$ cat config.mk
export PLATFORM = sky130hd
export DESIGN_NAME = i2c_master_sensor_transactions_unit_flat
export DESIGN_NICKNAME = d
export VERILOG_FILES = /design/src/hdl/i2cst_pkg.sv /design/src/hdl/i2cst_if.sv /design/src/hdl/i2c_master_sensor_transactions_unit.sv /design/src/hdl/i2cst_cfg.sv /design/src/hdl/i2cst_step.sv /design/src/flat_wrapper.sv
export SDC_FILE = /design/constraint.sdc
export NUM_CORES = 1
export LEC_CHECK = 0
export BUFFER_PORTS_ARGS = -buffer_cell sky130_fd_sc_hd__buf_2
export CAP_MARGIN = 0
export CORE_UTILIZATION = 52
export DETAILED_ROUTE_END_ITERATION = 10
export GPL_ROUTABILITY_DRIVEN = 1
export PLACE_DENSITY_LB_ADDON = 0.2
export SLEW_MARGIN = 20
export SYNTH_ARGS = -nofsm -noshare
export SYNTH_HDL_FRONTEND = slang
export SYNTH_SLANG_ARGS = --single-unit
$ cat constraint.sdc
create_clock -name clk -period 5.78 [get_ports clk]
set_clock_uncertainty 0.05 [all_clocks]
set_input_delay 0.867 -clock clk [delete_from_list [all_inputs] [get_ports clk]]
set_output_delay 0.867 -clock clk [all_outputs]
set_load 0.02 [all_outputs]
$ cat src/hdl/i2cst_pkg.sv
// Shared types, constants and the transaction programme tables for the sensor I2C master.
package i2cst_pkg;

	localparam int unsigned PHASE_W   = 5;
	localparam int unsigned SUB_W     = 3;
	localparam int unsigned BITCNT_W  = 4;
	localparam int unsigned DELAY_W   = 10;
	localparam int unsigned VALUE_W   = 16;
	localparam int unsigned CFG_IDX_W = 2;
	localparam int unsigned CFG_DAT_W = 10;

	localparam logic [7:0] ADDR_WR_MASK = 8'hfe;
	localparam logic [7:0] ADDR_RD_BIT  = 8'h01;
	localparam logic [3:0] BITS_PER_BYTE = 4'd8;

	// Configuration register indexes
	localparam logic [CFG_IDX_W-1:0] REG_DEVICE_ADDRESS   = 2'd0;
	localparam logic [CFG_IDX_W-1:0] REG_COMMAND_REGISTER = 2'd1;
	localparam logic [CFG_IDX_W-1:0] REG_SETTLE_TICKS     = 2'd2;

	typedef enum logic [3:0] {
		SEG_END        = 4'd0,
		SEG_START      = 4'd1,
		SEG_WR_ADDR_W  = 4'd2,
		SEG_WR_ADDR_R  = 4'd3,
		SEG_WR_OPERAND = 4'd4,
		SEG_WR_CMDREG  = 4'd5,
		SEG_ACK        = 4'd6,
		SEG_RD         = 4'd7,
		SEG_MACK       = 4'd8,
		SEG_NACK       = 4'd9,
		SEG_STOP       = 4'd10,
		SEG_SETTLE     = 4'd11,
		SEG_WAITSCL    = 4'd12
	} seg_t;

	typedef struct packed {
		logic [7:0]          device_address;
		logic [7:0]          command_register;
		logic [DELAY_W-1:0]  settle_ticks;
	} cfg_t;

	typedef struct packed {
		logic       func;
		logic       start_request;
		logic [7:0] operand_byte;
		logic       sda_sample;
		logic       scl_sample;
	} item_t;

	typedef struct packed {
		logic [PHASE_W-1:0]  phase;
		logic [SUB_W-1:0]    sub_step;
		logic [BITCNT_W-1:0] bit_count;
		logic [7:0]          shift_byte;
		logic [VALUE_W-1:0]  gathered_value;
		logic [DELAY_W-1:0]  delay_count;
		logic                kind_latched;
		logic [7:0]          operand_latched;
		logic                scl_level;
		logic                sda_level;
	} st_t;

	typedef struct packed {
		logic               scl_drive;
		logic               sda_drive;
		logic               busy_res;
		logic               done_res;
		logic [VALUE_W-1:0] read_value;
	} res_t;

	localparam logic [PHASE_W-1:0] PHASE_IDLE = '0;
	localparam logic [PHASE_W-1:0] PHASE_LAST = 5'd20;

	// Segment run at a given phase; phase 0 and anything past the table is the end.
	function automatic seg_t seg_at(input logic kind, input logic [PHASE_W-1:0] phase);
		seg_t s;
		s = SEG_END;
		if (kind) begin
			unique case (phase)
				5'd1:  s = SEG_START;
				5'd2:  s = SEG_WR_ADDR_W;
				5'd3:  s = SEG_ACK;
				5'd4:  s = SEG_WR_CMDREG;
				5'd5:  s = SEG_ACK;
				5'd6:  s = SEG_WR_OPERAND;
				5'd7:  s = SEG_ACK;
				5'd8:  s = SEG_STOP;
				5'd9:  s = SEG_SETTLE;
				5'd10: s = SEG_WAITSCL;
				5'd11: s = SEG_START;
				5'd12: s = SEG_WR_ADDR_R;
				5'd13: s = SEG_ACK;
				5'd14: s = SEG_RD;
				5'd15: s = SEG_MACK;
				5'd16: s = SEG_RD;
				5'd17: s = SEG_NACK;
				5'd18: s = SEG_STOP;
				default: s = SEG_END;
			endcase
		end else begin
			unique case (phase)
				5'd1:  s = SEG_START;
				5'd2:  s = SEG_WR_ADDR_W;
				5'd3:  s = SEG_ACK;
				5'd4:  s = SEG_WR_OPERAND;
				5'd5:  s = SEG_ACK;
				5'd6:  s = SEG_START;
				5'd7:  s = SEG_WR_ADDR_R;
				5'd8:  s = SEG_ACK;
				5'd9:  s = SEG_RD;
				5'd10: s = SEG_NACK;
				5'd11: s = SEG_STOP;
				default: s = SEG_END;
			endcase
		end
		return s;
	endfunction

endpackage

$ cat src/hdl/i2cst_if.sv
// Request and result channel interfaces of the sensor I2C master.
interface i2cst_in_if;
	logic       valid;
	logic       ready;
	logic       func;
	logic       start_request;
	logic [7:0] operand_byte;
	logic       sda_sample;
	logic       scl_sample;

	modport source (output valid, func, start_request, operand_byte, sda_sample, scl_sample,
		input ready);
	modport sink (input valid, func, start_request, operand_byte, sda_sample, scl_sample,
		output ready);
endinterface

interface i2cst_out_if;
	logic        valid;
	logic        ready;
	logic        scl_drive;
	logic        sda_drive;
	logic        busy_res;
	logic        done_res;
	logic [15:0] read_value;

	modport source (output valid, scl_drive, sda_drive, busy_res, done_res, read_value,
		input ready);
	modport sink (input valid, scl_drive, sda_drive, busy_res, done_res, read_value,
		output ready);
endinterface

$ cat src/hdl/i2c_master_sensor_transactions_unit.sv
// Top level of the tick-driven I2C master that runs sensor register and ranging transactions.
//
//  channel  | direction | carries
//  ---------+-----------+------------------------------------------------------------
//  in_ch    | sink      | one quarter-bit tick: func, start, operand, sampled SDA/SCL
//  res_ch   | source    | one result per tick: SCL/SDA drive, busy, done, read value
//  cfg_*    | write     | device address, command register, settle ticks
//
// Each request passes an input register and the sequencer step into the result register;
// one request is taken every cycle while the result side does not stall.
// The sequencer state feeds back on itself through its own register, which sets that rate.
// Reset returns the sequencer to idle with both lines released and default configuration.
// A stalled result holds the input register; a new request is taken whenever the
// input register is empty or moves on into the result register in the same cycle.
module i2c_master_sensor_transactions_unit
	import i2cst_pkg::*;
(
	input  logic                 clk,
	input  logic                 arst_n,
	i2cst_in_if.sink             in_ch,
	i2cst_out_if.source          res_ch,
	input  logic                 cfg_we,
	input  logic [CFG_IDX_W-1:0] cfg_index,
	input  logic [CFG_DAT_W-1:0] cfg_data
);

	cfg_t  cfg;
	item_t item_s1;
	logic  valid_s1;
	st_t   st_q;
	st_t   st_nx;
	res_t  res_nx;
	res_t  res_q;
	logic  res_valid_q;
	logic  advance;

	i2cst_cfg u_cfg (
		.clk       (clk),
		.arst_n    (arst_n),
		.cfg_we    (cfg_we),
		.cfg_index (cfg_index),
		.cfg_data  (cfg_data),
		.cfg       (cfg)
	);

	i2cst_step u_step (
		.st    (st_q),
		.item  (item_s1),
		.cfg   (cfg),
		.st_nx (st_nx),
		.res   (res_nx)
	);

	assign advance     = valid_s1 && (!res_valid_q || res_ch.ready);
	assign in_ch.ready = !valid_s1 || advance;

	always_ff @(posedge clk or negedge arst_n) begin
		if (!arst_n) begin
			valid_s1 <= 1'b0;
		end else if (in_ch.ready) begin
			valid_s1 <= in_ch.valid;
		end
	end

	always_ff @(posedge clk) begin
		if (in_ch.valid && in_ch.ready) begin
			item_s1.func          <= in_ch.func;
			item_s1.start_request <= in_ch.start_request;
			item_s1.operand_byte  <= in_ch.operand_byte;
			item_s1.sda_sample    <= in_ch.sda_sample;
			item_s1.scl_sample    <= in_ch.scl_sample;
		end
	end

	always_ff @(posedge clk or negedge arst_n) begin
		if (!arst_n) begin
			st_q.phase           <= PHASE_IDLE;
			st_q.sub_step        <= '0;
			st_q.bit_count       <= '0;
			st_q.shift_byte      <= '0;
			st_q.gathered_value  <= '0;
			st_q.delay_count     <= '0;
			st_q.kind_latched    <= 1'b0;
			st_q.operand_latched <= '0;
			st_q.scl_level       <= 1'b1;
			st_q.sda_level       <= 1'b1;
		end else if (advance) begin
			st_q <= st_nx;
		end
	end

	always_ff @(posedge clk or negedge arst_n) begin
		if (!arst_n) begin
			res_valid_q <= 1'b0;
		end else if (advance) begin
			res_valid_q <= 1'b1;
		end else if (res_ch.ready) begin
			res_valid_q <= 1'b0;
		end
	end

	always_ff @(posedge clk) begin
		if (advance) begin
			res_q <= res_nx;
		end
	end

	assign res_ch.valid      = res_valid_q;
	assign res_ch.scl_drive  = res_q.scl_drive;
	assign res_ch.sda_drive  = res_q.sda_drive;
	assign res_ch.busy_res   = res_q.busy_res;
	assign res_ch.done_res   = res_q.done_res;
	assign res_ch.read_value = res_q.read_value;

	// A completed transaction always leaves the sequencer idle.
	a_done_not_busy: assert property (@(posedge clk) disable iff (!arst_n)
		res_valid_q && res_q.done_res |-> !res_q.busy_res)
		else $error("done result reported while still busy");

	// The phase never runs past PHASE_LAST, which lies beyond the end of the longest programme.
	a_phase_range: assert property (@(posedge clk) disable iff (!arst_n)
		st_q.phase <= PHASE_LAST)
		else $error("sequencer phase out of range");

	// Bit counter stays within one byte.
	a_bitcount_range: assert property (@(posedge clk) disable iff (!arst_n)
		st_q.bit_count <= BITS_PER_BYTE)
		else $error("bit counter overran a byte");

	// A request held in the input register is not lost while the result side stalls.
	a_hold_s1: assert property (@(posedge clk) disable iff (!arst_n)
		valid_s1 && !advance |=> valid_s1 && $stable(st_q))
		else $error("stalled request dropped or state moved");

endmodule

$ cat src/hdl/i2cst_cfg.sv
// Configuration register bank of the sensor I2C master.
module i2cst_cfg
	import i2cst_pkg::*;
(
	input  logic                 clk,
	input  logic                 arst_n,
	input  logic                 cfg_we,
	input  logic [CFG_IDX_W-1:0] cfg_index,
	input  logic [CFG_DAT_W-1:0] cfg_data,
	output cfg_t                 cfg
);

	cfg_t cfg_q;

	always_ff @(posedge clk or negedge arst_n) begin
		if (!arst_n) begin
			cfg_q.device_address   <= 8'he0;
			cfg_q.command_register <= 8'h00;
			cfg_q.settle_ticks     <= 10'd40;
		end else if (cfg_we) begin
			unique case (cfg_index)
				REG_DEVICE_ADDRESS:   cfg_q.device_address   <= cfg_data[7:0];
				REG_COMMAND_REGISTER: cfg_q.command_register <= cfg_data[7:0];
				REG_SETTLE_TICKS:     cfg_q.settle_ticks     <= cfg_data[DELAY_W-1:0];
				default: ;
			endcase
		end
	end

	assign cfg = cfg_q;

endmodule

$ cat src/hdl/i2cst_step.sv
// Next-state logic of the transaction sequencer for one quarter-bit tick.
module i2cst_step
	import i2cst_pkg::*;
(
	input  st_t   st,
	input  item_t item,
	input  cfg_t  cfg,
	output st_t   st_nx,
	output res_t  res
);

	always_comb begin
		st_t                 s;
		seg_t                seg;
		logic                fin;
		logic                done;
		logic [BITCNT_W-1:0] bit_inc;
		logic [DELAY_W-1:0]  delay_inc;
		logic [PHASE_W-1:0]  phase_inc;
		logic [7:0]          src;

		s    = st;
		fin  = 1'b0;
		done = 1'b0;

		if (s.phase == PHASE_IDLE && item.start_request) begin
			s.kind_latched    = item.func;
			s.operand_latched = item.operand_byte;
			s.gathered_value  = '0;
			s.phase           = 5'd1;
			s.sub_step        = '0;
			s.bit_count       = '0;
			s.delay_count     = '0;
		end

		seg       = seg_at(s.kind_latched, s.phase);
		bit_inc   = s.bit_count + 4'd1;
		delay_inc = s.delay_count + 10'd1;

		unique case (seg)
			SEG_WR_ADDR_W:  src = cfg.device_address & ADDR_WR_MASK;
			SEG_WR_ADDR_R:  src = cfg.device_address | ADDR_RD_BIT;
			SEG_WR_CMDREG:  src = cfg.command_register;
			default:        src = s.operand_latched;
		endcase

		if (s.phase != PHASE_IDLE) begin
			unique case (seg)
				SEG_START: begin
					unique case (s.sub_step)
						3'd0: s.sda_level = 1'b1;
						3'd1: s.scl_level = 1'b1;
						3'd2: s.sda_level = 1'b0;
						default: begin
							s.scl_level = 1'b0;
							fin = 1'b1;
						end
					endcase
					s.sub_step = s.sub_step + 3'd1;
				end
				SEG_STOP: begin
					unique case (s.sub_step)
						3'd0: s.sda_level = 1'b0;
						3'd1: s.scl_level = 1'b1;
						default: begin
							s.sda_level = 1'b1;
							fin = 1'b1;
						end
					endcase
					s.sub_step = s.sub_step + 3'd1;
				end
				SEG_WR_ADDR_W, SEG_WR_ADDR_R, SEG_WR_OPERAND, SEG_WR_CMDREG: begin
					unique case (s.sub_step)
						3'd0: begin
							if (s.bit_count == '0) s.shift_byte = src;
							s.scl_level = 1'b0;
							s.sub_step  = 3'd1;
						end
						3'd1: begin
							s.sda_level = s.shift_byte[7];
							s.sub_step  = 3'd2;
						end
						3'd2: begin
							s.scl_level  = 1'b1;
							s.shift_byte = {s.shift_byte[6:0], 1'b0};
							s.bit_count  = bit_inc;
							s.sub_step   = (bit_inc >= BITS_PER_BYTE) ? 3'd3 : 3'd0;
						end
						default: begin
							s.scl_level = 1'b0;
							fin = 1'b1;
						end
					endcase
				end
				SEG_ACK: begin
					if (s.sub_step == 3'd0) begin
						s.scl_level = 1'b1;
						s.sub_step  = 3'd1;
					end else if (!item.sda_sample) begin
						s.scl_level = 1'b0;
						fin = 1'b1;
					end
				end
				SEG_RD: begin
					unique case (s.sub_step)
						3'd0: begin
							s.scl_level = 1'b0;
							s.sub_step  = 3'd1;
						end
						3'd1: begin
							s.sda_level = 1'b1;
							s.sub_step  = 3'd2;
						end
						3'd2: begin
							s.scl_level = 1'b1;
							s.sub_step  = 3'd3;
						end
						3'd3: begin
							s.gathered_value = {s.gathered_value[VALUE_W-2:0], item.sda_sample};
							s.scl_level      = 1'b0;
							s.bit_count      = bit_inc;
							s.sub_step       = (bit_inc >= BITS_PER_BYTE) ? 3'd4 : 3'd2;
						end
						default: fin = 1'b1;
					endcase
				end
				SEG_MACK: begin
					unique case (s.sub_step)
						3'd0: s.scl_level = 1'b0;
						3'd1: s.sda_level = 1'b0;
						3'd2: s.scl_level = 1'b1;
						default: begin
							s.scl_level = 1'b0;
							fin = 1'b1;
						end
					endcase
					s.sub_step = s.sub_step + 3'd1;
				end
				SEG_NACK: begin
					unique case (s.sub_step)
						3'd0: s.scl_level = 1'b0;
						3'd1: begin
							s.sda_level = 1'b1;
							s.scl_level = 1'b1;
						end
						default: begin
							s.scl_level = 1'b0;
							fin = 1'b1;
						end
					endcase
					s.sub_step = s.sub_step + 3'd1;
				end
				SEG_SETTLE: begin
					s.delay_count = delay_inc;
					fin = (delay_inc >= cfg.settle_ticks);
				end
				SEG_WAITSCL: fin = item.scl_sample;
				default:     fin = 1'b1;
			endcase
		end

		phase_inc = s.phase + 5'd1;
		if (s.phase != PHASE_IDLE && fin) begin
			s.phase       = phase_inc;
			s.sub_step    = '0;
			s.bit_count   = '0;
			s.delay_count = '0;
			if (seg_at(s.kind_latched, phase_inc) == SEG_END) begin
				s.phase = PHASE_IDLE;
				done    = 1'b1;
			end
		end

		st_nx          = s;
		res.scl_drive  = s.scl_level;
		res.sda_drive  = s.sda_level;
		res.busy_res   = (s.phase != PHASE_IDLE);
		res.done_res   = done;
		res.read_value = s.gathered_value;
	end

endmodule
$ cat src/flat_wrapper.sv
// flat-port wrapper written by rule: the top's interface ports become plain ports
module i2c_master_sensor_transactions_unit_flat import i2cst_pkg::*;
  (clk, arst_n, cfg_we, cfg_index, cfg_data, in_ch_valid, in_ch_func, in_ch_start_request, in_ch_operand_byte, in_ch_sda_sample, in_ch_scl_sample, in_ch_ready, res_ch_valid, res_ch_scl_drive, res_ch_sda_drive, res_ch_busy_res, res_ch_done_res, res_ch_read_value, res_ch_ready);
  i2cst_in_if in_ch_i ();
  i2cst_out_if res_ch_i ();
  input  logic clk;
  input  logic arst_n;
  input  logic cfg_we;
  input  logic [CFG_IDX_W-1:0] cfg_index;
  input  logic [CFG_DAT_W-1:0] cfg_data;
  input wire logic [$bits(in_ch_i.valid)-1:0] in_ch_valid;
  input wire logic [$bits(in_ch_i.func)-1:0] in_ch_func;
  input wire logic [$bits(in_ch_i.start_request)-1:0] in_ch_start_request;
  input wire logic [$bits(in_ch_i.operand_byte)-1:0] in_ch_operand_byte;
  input wire logic [$bits(in_ch_i.sda_sample)-1:0] in_ch_sda_sample;
  input wire logic [$bits(in_ch_i.scl_sample)-1:0] in_ch_scl_sample;
  output wire logic [$bits(in_ch_i.ready)-1:0] in_ch_ready;
  output wire logic [$bits(res_ch_i.valid)-1:0] res_ch_valid;
  output wire logic [$bits(res_ch_i.scl_drive)-1:0] res_ch_scl_drive;
  output wire logic [$bits(res_ch_i.sda_drive)-1:0] res_ch_sda_drive;
  output wire logic [$bits(res_ch_i.busy_res)-1:0] res_ch_busy_res;
  output wire logic [$bits(res_ch_i.done_res)-1:0] res_ch_done_res;
  output wire logic [$bits(res_ch_i.read_value)-1:0] res_ch_read_value;
  input wire logic [$bits(res_ch_i.ready)-1:0] res_ch_ready;
  assign in_ch_i.valid = in_ch_valid;
  assign in_ch_i.func = in_ch_func;
  assign in_ch_i.start_request = in_ch_start_request;
  assign in_ch_i.operand_byte = in_ch_operand_byte;
  assign in_ch_i.sda_sample = in_ch_sda_sample;
  assign in_ch_i.scl_sample = in_ch_scl_sample;
  assign in_ch_ready = in_ch_i.ready;
  assign res_ch_valid = res_ch_i.valid;
  assign res_ch_scl_drive = res_ch_i.scl_drive;
  assign res_ch_sda_drive = res_ch_i.sda_drive;
  assign res_ch_busy_res = res_ch_i.busy_res;
  assign res_ch_done_res = res_ch_i.done_res;
  assign res_ch_read_value = res_ch_i.read_value;
  assign res_ch_i.ready = res_ch_ready;
  i2c_master_sensor_transactions_unit u_core (.clk(clk), .arst_n(arst_n), .in_ch(in_ch_i), .res_ch(res_ch_i), .cfg_we(cfg_we), .cfg_index(cfg_index), .cfg_data(cfg_data));
endmodule
Yosys cells after proc, flatten, opt, wreduce, memory -nomap -nowiden
Memories as Yosys holds them, arrays and structs flattened.
Cells that the tools add are included.
Widths: inputs -> output; s select.
{"block": "word_totals", "ff_bits": 117, "mem_bits_ro": 384, "out_inout_bits": 22, "word_cells": 137, "memories": 4}
{"name": "(name not given)", "words": 32, "word_bits": 4, "rd": 1, "rd_ports_with_merged_regs": 0, "wr": 0, "line": "i2cst_pkg.sv:80", "text": "unique case (phase)"}
{"name": "(name not given)", "words": 32, "word_bits": 4, "rd": 1, "rd_ports_with_merged_regs": 0, "wr": 0, "line": "i2cst_pkg.sv:80"}
{"name": "(name not given)", "words": 16, "word_bits": 4, "rd": 1, "rd_ports_with_merged_regs": 0, "wr": 0, "line": "i2cst_pkg.sv:102", "text": "unique case (phase)"}
{"name": "(name not given)", "words": 16, "word_bits": 4, "rd": 1, "rd_ports_with_merged_regs": 0, "wr": 0, "line": "i2cst_pkg.sv:102"}
{"block": "op_classes", "add_sub_neg": 4, "n_lt_le_gt_ge": 2, "n_eq_ne": 18, "muxes": 52, "n_reduce_logical": 32}
{"cell": "$mux 41", "n": 1}
{"cell": "$mux 35", "n": 1}
{"cell": "$mux 16", "n": 2}
{"cell": "$mux 4", "n": 7}
{"cell": "$mux 12", "n": 2}
{"cell": "$pmux 3 s4", "n": 2}
{"cell": "$pmux 8 s3", "n": 1}
{"cell": "$eq 4x4->1 const B", "n": 5}
{"cell": "$mux 10", "n": 2}
{"cell": "$eq 4x3->1 const B", "n": 4}
{"cell": "$mux 1", "n": 16}
{"cell": "$mux 8", "n": 2}
{"cell": "$pmux 8 s2", "n": 1}
{"cell": "$pmux 1 s6", "n": 2}
{"cell": "$reduce_or 4->1", "n": 3}
{"cell": "$add 10x1->10 const B", "n": 1}
{"cell": "$ge 10x10->1", "n": 1}
{"cell": "$pmux 1 s2", "n": 5}
{"cell": "$reduce_bool 5->1", "n": 2}
{"cell": "$reduce_or 2->1", "n": 5}
{"cell": "$pmux 3 s3", "n": 1}
{"cell": "$eq 4x2->1 const B", "n": 2}
{"cell": "$logic_not 4->1", "n": 2}
{"cell": "$pmux 4 s2", "n": 1}
{"cell": "26 further kinds", "n": 37}

Longest topological paths before layout
An unclocked memory read counts as a cell.
{"block": "logic_depth", "ltp_word": 16, "mapped_depth": 21, "depth_no_buf": 16}

Modules after synthesis
A second synthesis with hierarchy kept.
{"block": "unflattened", "hier_cells": 745, "area_unflattened_um2": 7352.1}
{"module": "i2c_master_sensor_transactions_unit", "instances": 1, "cells_per_inst": 161, "area_each_um2": 3251.9, "seq_area_each_um2": 2439.8}
{"module": "i2cst_step", "instances": 1, "cells_per_inst": 528, "area_each_um2": 3105.5, "seq_area_each_um2": 0.0}
{"module": "i2cst_cfg", "instances": 1, "cells_per_inst": 56, "area_each_um2": 994.7, "seq_area_each_um2": 656.9}

Least setup slack after synthesis
Ideal clock, no wire load.
{"block": "synth_path", "path_type": "register -> register", "startpoint": "reg u_core.st_q[52] (netlist name)", "endpoint": "reg u_core.res_q (netlist bit u_core.res_ch.busy_res) (data pin)", "setup_time_ns": 0.274, "arrival_ns": 3.870, "required_ns": 5.456, "setup_slack_ns": 1.585, "stages_incl_launch_ff": 22, "n_path_buf": 5, "period_less_slack_ns": 4.195, "cell_sequence": "dfrtp_1 > buf_4 > nor4b_4 > nand2_1 > clkbuf_1 > clkbuf_1 > and2_1 > ha_1 > and3_1 > buf_1 > and3_1 > nand3_1 > xor2_1 > nor2_1 > ha_1 > o21a_1 > o2111ai_1 > o21ai_0 > o211ai_2 > buf_2 > nor4_1 > a31oi_1"}
{"element": "start: declaration", "line": "i2c_master_sensor_transactions_unit.sv:30", "text": "st_t st_q;"}
{"element": "start signal: assignment", "line": "i2c_master_sensor_transactions_unit.sv:88", "text": "st_q <= st_nx;"}
{"element": "end signal: assignment", "line": "i2c_master_sensor_transactions_unit.sv:104", "text": "res_q <= res_nx;"}
{"element": "end: declaration", "line": "i2c_master_sensor_transactions_unit.sv:33", "text": "res_t res_q;"}

Worst setup path after layout
{"block": "layout_path", "startpoint": "reg u_core.st_q[53] (netlist name)", "endpoint": "reg u_core.st_q[11] (netlist name)"}
{"block": "layout_via", "elab_chain_len": 12}
{"element": "branches (longest 11 deep; another with $add 10x1->10)"}
{"element": "$mux 10 (*)", "line": "i2cst_step.sv:163", "text": "if (s.phase != PHASE_IDLE && fin) begin"}
Every way passes the cells marked *.
A chain may end at the register's enable or synchronous reset.

==> results.md <==
Logic synthesis:
- Yosys attributes the largest share of cell area to dfrtp_1 (28%), edfxtp_1 (14%), mux2_2 (7.3%).
- The cell area that synthesis handed to floorplanning was 6965 um2.
- The fraction of post-synthesis cell area in the top cell type by area is 0.2766.
- The leading register cell type out of synthesis is dfrtp_1.
- The cell count after synthesis is 706.
- The distinct cell type count after synthesis is 87.
- The biggest area consumer among synthesized cells is dfrtp_1.
- During synthesis, Yosys emitted a total of 0 warnings.
- In this run, synthesis produced a sequential element count of 116.
- The share of the Yosys chip area taken by registers is 0.4410.
- The async set-or-reset flop fraction in the synthesized netlist is 0.7241.
- The average cell area after synthesis is 9.866 um2.
- The synthesized net count is 762.
- Counting flops with a built-in enable in the synthesized netlist gives 32.

Finish:
- Of the cells placed in the final design, the portion with a size suffix greater than 1 is 0.2206.
- The layout filler cell count is 1093.
- The count of cells in the finished layout, fillers not included, comes to 929.
- The core occupancy in the finished layout is 0.6173.
- The area overhead of the layout relative to synthesis is 13.65%.
- The number of antenna diodes in the final layout is 0.
- The final design instance area without fill is 7916 um2.
- After the last flow step, the layout net total stands at 800.

Floorplanning:
- The vertical die dimension is 117.7 um.
- The effective utilization at floorplan is 0.5431.
- 51 I/O pins were placed.
- The area of the die is 13860 um2.
- After floorplanning, the core was sized to cover 12820 um2.
- The floorplan has 41 rows.
- From left edge to right edge, the die measures 117.7 um.

Run:
- The number of max-cap violations is 0.

Critical path:
- The most critical setup path has its startpoint at u_core.st_q[53].
- The category of the critical setup timing path is register to register.
- The number of cells on the worst reg-to-reg path is 18.
- STA classifies the critical path startpoint as a register.
- The endpoint type of the worst setup path is a register.
- The reg2reg setup slack is 910 ps.
- The delay contributed by the slowest stage of the critical path is 580 ps.
- STA puts the critical path data arrival time at 5180 ps.
- On the critical path, the stage with the largest delay is an instance of dfrtp_1.
- Traced cell by cell, the critical path runs through nor4b_4 -> nand2_1 -> buf_4 -> and2_1 -> ha_1 -> and3_1 -> and3_1 -> nand3_1 -> xor2_1 -> nor2_1 -> ha_1 -> a2111o_1 -> a41oi_1 -> o21ai_0 -> o211ai_2 -> buf_4 -> and2_1 -> mux2_2.
- In this run the critical register-to-register path is launched from u_core.st_q[53].
- The maximum fanout along the worst path is 17.
- At the worst endpoint, the required time is 6080 ps.
- The worst register-to-register path ends at u_core.st_q[11].

Place:
- The total instance count after detailed placement is 897.
- The HPWL after detailed placement is 12170 um.
- The instance area at placement is 7315 um2.
- During placement, the flow inserted port buffers numbering 50.
- At the end of routability-driven placement, the weighted congestion stood at 0.9518.
- Timing analysis after detailed placement gives a worst setup slack of 1003 ps.

Global routing:
- The number of antenna violations at the first check in global routing is 0.
- The remaining global-route overflow is 0.
- The via count of the first global-routing pass is 5646.
- The first global-routing pass estimated 28790 um of wire.
- The pin count of the biggest net entering global routing is 63.
- The global-route usage over all layers is 0.2648.

STA:
- The count of pins over their slew limit came to 0.
- The worst slew margin relative to its limit is 0.2617.
- The share of the cycle needed by the critical path after routing is 0.8431.
- Timing would allow up to 205.2 MHz.
- The final sum of negative setup slack is 0 ps.
- For the finished layout, the period the worst path requires is 4873 ps.
- The count of final hold-check violations is 0.
- Setup violations remaining at the end of the flow were counted as 0.
- Setup repair after global routing left no endpoint under its margin.
- The final worst-path setup slack is 906.8 ps.
- Hold is met by 299.9 ps.
- For the pin with the worst max-slew slack, the measured transition is 1105 ps.

Clock network:
- The number of buffers inserted for hold repair after clock tree synthesis is 0.
- The number of buffers created by CTS is 17.
- The clock insertion delay at the later pin of the skew report is 420 ps.
- The H-tree was split into 4 levels.
- The clock transition time at the flip-flop clock pins of the worst setup and hold paths is 60 ps.
- The clock passes through at most 2 buffers.
- The count of instances resized after the clock tree is built is 0.
- The root buffer cell chosen for the clock tree is clkbuf_16.
- The clock sink total is 116.
- TritonCTS built the clock tree.
- The post-CTS setup repair buffer count is 0.

Detailed routing:
- The via total after detailed routing is 5759.
- After detailed routing, the number of remaining DRC violations is 0.
- Dividing the detail-routed wire length by the instance count gives 18.80 um.
- After detailed routing, the number of vias per cell comes to 6.199.
- The first routing iteration left 586 violations.
- The pre-antenna-repair detailed-routing pass consisted of 5 iterations.
- The detail route stage leaves a number of antenna-violating nets equal to 0.
- The total wire length after detailed routing is 17470 um.

Worst hold path:
- The worst hold path belongs to the class primary input to asynchronous set/reset pin.

Pwr:
- The analysis attributes to cell leakage a power of 3.360 nW.
- Summing internal, switching and leakage power gives 4.530 mW.
- The power density relative to cell area is 572.3 nW/um2.
- The maximum ir drop on the vdd rail is 0.2631 mV.

Status:
- The flow ran to the end, and the final reports show no timing, DRC or antenna violations.
## state kept, by name, summed over array words and instances, names as in the netlist
name and cells:
u_core.res_ch.valid 1, u_core.res_ch.scl_drive 1, u_core.res_ch.read_value 16, u_core.valid_s1 1
u_core.res_ch.done_res 1, u_core.item_s1 12, u_core.u_cfg.cfg 25, u_core.res_ch.busy_res 1
u_core.st_q 57, u_core.res_ch.sda_drive 1
## routing by layer
layer / vias up / part of all wire / GRT usage
li1: 2684 / - / -
met4: 0 / 0.018 / 0.09856
met3: 27 / 0.054 / 0.05620
met5: - / 0 / 0
met1: 2847 / 0.45 / 0.3463
met2: 201 / 0.48 / 0.4313
## layout by cell type (no fill, tap or decap), types with 5 or more instances in the layout
master and n:
nand2_1 84, a211oi_1 7, mux2_2 45, nor3_1 14, mux2i_1 12, xor2_1 6, inv_1 23, clkbuf_16 17
ha_1 27, nand2b_1 9, a22o_1 12, nor2_1 54, nor4_1 5, xnor2_1 7, a221oi_1 9, dfstp_2 7
a21o_1 6, nand4_1 5, and3_1 9, nand3_1 24, a21oi_1 38, and2_1 10, o22ai_1 5, edfxtp_1 32
buf_4 9, buf_2 49, o21ai_0 42, dfrtp_1 77
## logic make-up (layout without fill, tap and decap cells)
family                   after synthesis  after routing  share of synthesized area
adder cells (fa/ha/maj)               27             27                    0.04850
buffers and inverters                 64            115                    0.03916
AO/OA/AOI/OAI                        176            176                     0.1748
AND/OR/NAND/NOR                      253            253                     0.1902
multiplexers                          57             57                    0.09000
XOR/XNOR                              13             13                    0.01635
flip-flops                           116            116                     0.4410
## how the worst max path moves through the flow
stage | endpoint | slack [ps] | cells after the start
2_1_floorplan | u_core.res_ch.busy_res | 1590 | 21
3_5_place_dp | u_core.res_ch.busy_res | 1000 | 14
4_1_cts | u_core.st_q[11] | 990 | 14
5_1_grt | u_core.res_ch.busy_res | 480 | 14
6_report | u_core.st_q[11] | 910 | 18
3_3_place_gp | u_core.res_ch.busy_res | 1150 | 18
## cell usage after synthesis, types with 6 or more instances
master	instances
nand2_1	84
dfrtp_1	77
nor2_1	54
mux2_2	45
o21ai_0	42
a21oi_1	38
edfxtp_1	32
ha_1	27
nand3_1	24
inv_1	23
clkbuf_1	19
buf_2	14
nor3_1	14
a22o_1	12
mux2i_1	12
and2_1	10
a221oi_1	9
and3_1	9
nand2b_1	9
a211oi_1	7
dfstp_2	7
xnor2_1	7
a21o_1	6
xor2_1	6
## layout make-up
cell class	count	area (um2)	area share
clock inverter	13	148.9	0.01881
timing repair buffer	58	312.8	0.03951
tap	172	215.2	0.02719
multi-input combinational	526	3621	0.4574
inverter	25	93.84	0.01185
clock buffer	19	452.9	0.05722
sequential	116	3072	0.3880
## worst max-delay path, delay by kind of cell (launching register included)
kind | cells | cell delay, ps
muxes | 1 | 180
and+or+nand+nor | 8 | 1770
buffers and inverters | 2 | 550
adders and majority gates | 2 | 470
xor gates and xnor gates | 1 | 150
AOI/OAI and AO/OA | 4 | 1020
DFF | 1 | 580
## report_power, final
group | total [mW] | internal [mW] | switching (mW)
combinational | 2.32 | 0.798 | 1.52
clock | 1.06 | 0.662 | 0.394
sequential | 1.15 | 1.02 | 0.135
Note: power is estimated with default switching activity, not from simulation.
